<file path="config.mk">
export PLATFORM = sky130hd
export DESIGN_NAME = dtf_ctrl
export DESIGN_NICKNAME = d
export VERILOG_FILES = /design/src/rtl/dtf_pkg.sv /design/src/rtl/dtf_ctrl.sv
export SDC_FILE = /design/constraint.sdc
export NUM_CORES = 1
export LEC_CHECK = 0
export BUFFER_PORTS_ARGS = -buffer_cell sky130_fd_sc_hd__buf_4
export CAP_MARGIN = 10
export CORE_AREA = 2 2 39 41
export CTS_BUF_LIST = sky130_fd_sc_hd__clkbuf_8
export CTS_CLUSTER_DIAMETER = 80
export DETAILED_ROUTE_END_ITERATION = 7
export DIE_AREA = 0 0 41 43
export GPL_ROUTABILITY_DRIVEN = 0
export GPL_TIMING_DRIVEN = 0
export PLACE_DENSITY = 0.52
export SYNTH_ARGS = -nofsm -noshare
export SYNTH_HDL_FRONTEND = slang
export SYNTH_SLANG_ARGS = --single-unit
</file>
<file path="constraint.sdc">
create_clock -name clock -period 3.2 [get_ports clock]
set_input_delay 0.8 -clock clock [delete_from_list [all_inputs] [get_ports clock]]
set_output_delay 0.8 -clock clock [all_outputs]
set_load 0.02 [all_outputs]
</file>
<file path="src/rtl/dtf_pkg.sv">
// Shared types, constants and codes for the degenerate triangle filter.
package dtf_pkg;

   localparam int VERTEX_DEPTH_DEFAULT = 4096;
   localparam int COORD_BITS_DEFAULT   = 24;
   localparam int INDEX_W              = 12;
   localparam int POS_W                = 24;
   localparam int THRESH_W             = 64;
   localparam int CODE_W               = 2;

   localparam logic CMD_VERTEX   = 1'b0;
   localparam logic CMD_TRIANGLE = 1'b1;

   localparam logic [CODE_W-1:0] CODE_KEEP       = 2'd0;
   localparam logic [CODE_W-1:0] CODE_REPEAT     = 2'd1;
   localparam logic [CODE_W-1:0] CODE_COINCIDENT = 2'd2;
   localparam logic [CODE_W-1:0] CODE_SMALL_AREA = 2'd3;

   localparam logic [1:0] RD_SEL_A = 2'd0;
   localparam logic [1:0] RD_SEL_B = 2'd1;
   localparam logic [1:0] RD_SEL_C = 2'd2;

   localparam logic [THRESH_W-1:0] MIN_NORMAL_SQ_RESET = 64'd1;

   typedef struct packed {
      logic                     cmd;
      logic [INDEX_W-1:0]       vertex_slot;
      logic signed [POS_W-1:0]  pos_x;
      logic signed [POS_W-1:0]  pos_y;
      logic signed [POS_W-1:0]  pos_z;
      logic [INDEX_W-1:0]       corner_a;
      logic [INDEX_W-1:0]       corner_b;
      logic [INDEX_W-1:0]       corner_c;
      logic                     last_in;
   } dtf_req_type;

   typedef struct packed {
      logic                keep;
      logic [CODE_W-1:0]   reject_code;
      logic [INDEX_W-1:0]  out_a;
      logic [INDEX_W-1:0]  out_b;
      logic [INDEX_W-1:0]  out_c;
      logic                last_out;
   } dtf_rsp_type;

   typedef struct packed {
      logic       vtx_write;
      logic       capture_req;
      logic [1:0] rd_sel;
      logic       load_p0;
      logic       load_p1;
      logic       load_diff;
      logic       emit;
   } dtf_cmd_type;

   typedef struct packed {
      logic rep_idx;
   } dtf_status_type;

endpackage

</file>
<file path="src/rtl/dtf_ctrl.sv">
// Controller state machine sequencing vertex reads and arithmetic stages.
module dtf_ctrl import dtf_pkg::*; (
   input  logic           clock,
   input  logic           reset,
   input  logic           start,
   input  logic           req_cmd,
   input  dtf_status_type status,
   output logic           busy,
   output dtf_cmd_type    cmd
);

   localparam logic [3:0] S_IDLE   = 4'd0;
   localparam logic [3:0] S_RD_A   = 4'd1;
   localparam logic [3:0] S_RD_B   = 4'd2;
   localparam logic [3:0] S_RD_C   = 4'd3;
   localparam logic [3:0] S_DIFF   = 4'd4;
   localparam logic [3:0] S_MUL    = 4'd5;
   localparam logic [3:0] S_CROSS  = 4'd6;
   localparam logic [3:0] S_SQUARE = 4'd7;
   localparam logic [3:0] S_SUM    = 4'd8;

   logic [3:0] state_ff;
   logic [3:0] state_in;

   always_comb begin
      state_in = state_ff;
      cmd      = '0;
      cmd.rd_sel = RD_SEL_A;
      case (state_ff)
         S_IDLE: begin
            if (start && req_cmd == CMD_VERTEX) begin
               cmd.vtx_write = 1'b1;
            end
            if (start && req_cmd == CMD_TRIANGLE) begin
               cmd.capture_req = 1'b1;
               state_in        = S_RD_A;
            end
         end
         S_RD_A: begin
            cmd.rd_sel = RD_SEL_A;
            if (status.rep_idx) begin
               cmd.emit = 1'b1;
               state_in = S_IDLE;
            end else begin
               state_in = S_RD_B;
            end
         end
         S_RD_B: begin
            cmd.rd_sel  = RD_SEL_B;
            cmd.load_p0 = 1'b1;
            state_in    = S_RD_C;
         end
         S_RD_C: begin
            cmd.rd_sel  = RD_SEL_C;
            cmd.load_p1 = 1'b1;
            state_in    = S_DIFF;
         end
         S_DIFF: begin
            cmd.load_diff = 1'b1;
            state_in      = S_MUL;
         end
         S_MUL: begin
            state_in = S_CROSS;
         end
         S_CROSS: begin
            state_in = S_SQUARE;
         end
         S_SQUARE: begin
            state_in = S_SUM;
         end
         S_SUM: begin
            cmd.emit = 1'b1;
            state_in = S_IDLE;
         end
         default: begin
            state_in = S_IDLE;
         end
      endcase
   end

   always_ff @(posedge clock) begin
      if (reset) begin
         state_ff <= S_IDLE;
      end else begin
         state_ff <= state_in;
      end
   end

   assign busy = (state_ff != S_IDLE);

endmodule

</file>
==> flow_metrics.tcl <==
set metrics [dict create \
    start_kind "input pin" \
    antenna_found_initial 0 \
    via_count 259 \
    largest_register_ffs 4 \
    drc_errors 0 \
    cp.required_ns 2.40 \
    fp.dieW_um 41 \
    synthesis.nets 36 \
    p_int_uw 149 \
    synth-main-ff-cell "dfxtp_1" \
    yosys-top-cells-count "dfxtp_1 (4), nor3_1 (4), buf_4 (3), nor2b_1 (3)" \
    netSwitchingPower_uw 43.4 \
    synth_cells 31 \
    layout_worst_path_cycle_share_pct 67.8 \
    io_buffers 13 \
    r2r_start "state_ff[2]" \
    routed_via_density 4.11 \
    cp_max_fo 2 \
    rr_worst_depth 3 \
    vdd_drop_max_mv 0.130 \
    ioPinCount 14 \
    h-tree-depth 1 \
    avgSynthCellArea_um2 8.76 \
    synth_top_area_share_pct 29.5 \
    core_area_um2 1380 \
    ys_top_cells_by_area "dfxtp_1 (29%), buf_4 (8.3%), nor3_1 (7.4%)" \
    clkPwrFrac_pct 54.7 \
    grt_pass1_wl_um 828 \
    hold_path_depth 2 \
    period_minus_slack_ns 2.17 \
    ys_seq_area_share_pct 29.5 \
    die_h_um 43 \
    drt_pass1_iterations 2 \
    wire_per_inst_um 9.03 \
    finalHoldViolations 0 \
    drtIter0Drc 5 \
    largest-register "state_ff" \
    cts.sinks 4 \
    switching_share_pct 22.6 \
    synthArstFlopShare_pct 0 \
    setup_viol 0 \
    crit_arrival_ns 1.37 \
    cts_resized 0 \
    setup_tns_ns 0 \
    yosysTopAreaCell "dfxtp_1" \
    drive_above_1_share_pct 57.4 \
    powerDensity_nw_per_um2 446 \
    fillCellCount 149 \
    placed_area_um2 389 \
    r2r_end "state_ff[0]" \
    grt_pass1_vias 223 \
    dpl.hpwl_um 419 \
    rows 14 \
    post_cts_buffers 0 \
    netlist_area_um2 272 \
    maxSlewViolCount 0 \
    cts_hold_buf 0 \
    diodes 0 \
    layout.nets 54 \
    hold_end "state_ff[0]" \
    finClkSkew_ns 0.000196 \
    synth_edf_count 0 \
    clk_latency_ns 0.21 \
    postLayoutCellArea_um2 430 \
    combPwrFrac_pct 17.7 \
    path_class "input pin to output port" \
    hp-start "state_ff[0]" \
    status "complete, no violations" \
    cts_root_buf "clkbuf_8" \
    track_usage_pct 7.35 \
    rsz0062_at_grt "false" \
    grt_max_degree 11 \
    largestRegisters "state_ff x4" \
    hold_class "register to register" \
    clock_path_buffers 2 \
    cap_violations 0 \
    synth_cell_types 17 \
    ys.warnings.count 0 \
    slew_headroom_pct 82.2 \
    fmax_mhz 461 \
    wl_um 569 \
    syn2layout_area_growth_pct 58.5 \
    gr-total-overflow 0 \
    initial_core_util_pct 19.6 \
    tightest_slew_ns 0.263 \
    p_seq_share_pct 27.6 \
    worstSetupEndpointType "output port" \
    ys_ff_latch 4 \
    die_area_um2 1760 \
    leakage_nw 0.202 \
    tritoncts "done" \
    rrSetupSlack_ns 2.26 \
    cts_made_buffers 3 \
    ant_nets 0 \
    path_clk_slew_ns 0.03 \
]
worst max-delay path, stage by stage:
cell	delay (ns)
buf_4	0.11
nor2b_1	0.12
mux2i_1	0.13
nor3_1	0.06
buf_4	0.16
placed cells by master, fill, tap and decap left out, drive strengths merged:
| cell | n |
|---|---|
| buf | 18 |
| nor3 | 4 |
| dfxtp | 4 |
| nor2b | 3 |
| clkbuf | 3 |
| nor4b | 3 |
| nand2 | 3 |
| nor2 | 3 |
| mux2i | 1 |
| nor3b | 1 |
| xor2 | 1 |
| nand2b | 1 |
| a21oi | 1 |
| a2111oi | 1 |
worst max path at each step:
stage	from	end	slack, ns	depth (start not counted)
after detailed placement	status	cmd[0]	1.03	5
after global placement	status	cmd[0]	1.02	5
after CTS	status	cmd[0]	1.02	5
final	status	cmd[0]	1.03	5
after global routing	status	cmd[0]	0.96	5
after floorplan	status	cmd[0]	0.96	3
per-layer routing:
metal / track usage, % / vias to the layer above / routed length (um)
met5: 0 / - / 0
met4: 8.00 / 0 / 0
met3: 1.57 / 0 / 55
met2: 9.38 / 11 / 280
met1: 9.09 / 109 / 232
li1: - / 139 / -
power by group through the flow:
stage	logic [mW]	registers (mW)	clock network, mW
2_1_floorplan	0.0206	0.0535	0
4_1_cts	0.0347	0.0531	0.107
3_5_place_dp	0.0346	0.0538	0
5_1_grt	0.0369	0.0533	0.106
6_report	0.0340	0.0530	0.105
3_3_place_gp	0.0342	0.0538	0
layout make-up:
class / count / area (um2) / share of cell area (%)
Multi-Input combinational cell: 22 / 159 / 36.9
Buffer: 5 / 32.5 / 7.56
Clock buffer: 3 / 41.3 / 9.59
Sequential cell: 4 / 80.1 / 18.6
Timing Repair Buffer: 13 / 97.6 / 22.7
Tap cell: 16 / 20.0 / 4.65
stage by stage:
stage	total power, mW	std cells	hold slack [ns]	util [%]	setup slack [ns]
after detailed placement	0.0884	60	0.564	28.1	1.03
after CTS	0.195	63	0.568	31.1	1.02
after global placement	0.0880	60	0.558	28.1	1.02
after floorplan	0.0740	31	0.528	-	0.965
final	0.192	63	0.558	31.1	1.03
after global routing	0.197	63	0.582	31.1	0.955
cell families (layout without fill, tap and decap cells):
logic type | count (synthesis) | after routing | share of synthesized area (%)
simple gates | 18 | 18 | 44.2
buf+inv | 5 | 21 | 12.0
flops | 4 | 4 | 29.5
compound gates | 2 | 2 | 7.37
xor+xnor | 1 | 1 | 3.23
mux | 1 | 1 | 3.69
Power figures use the tool's default switching activity.
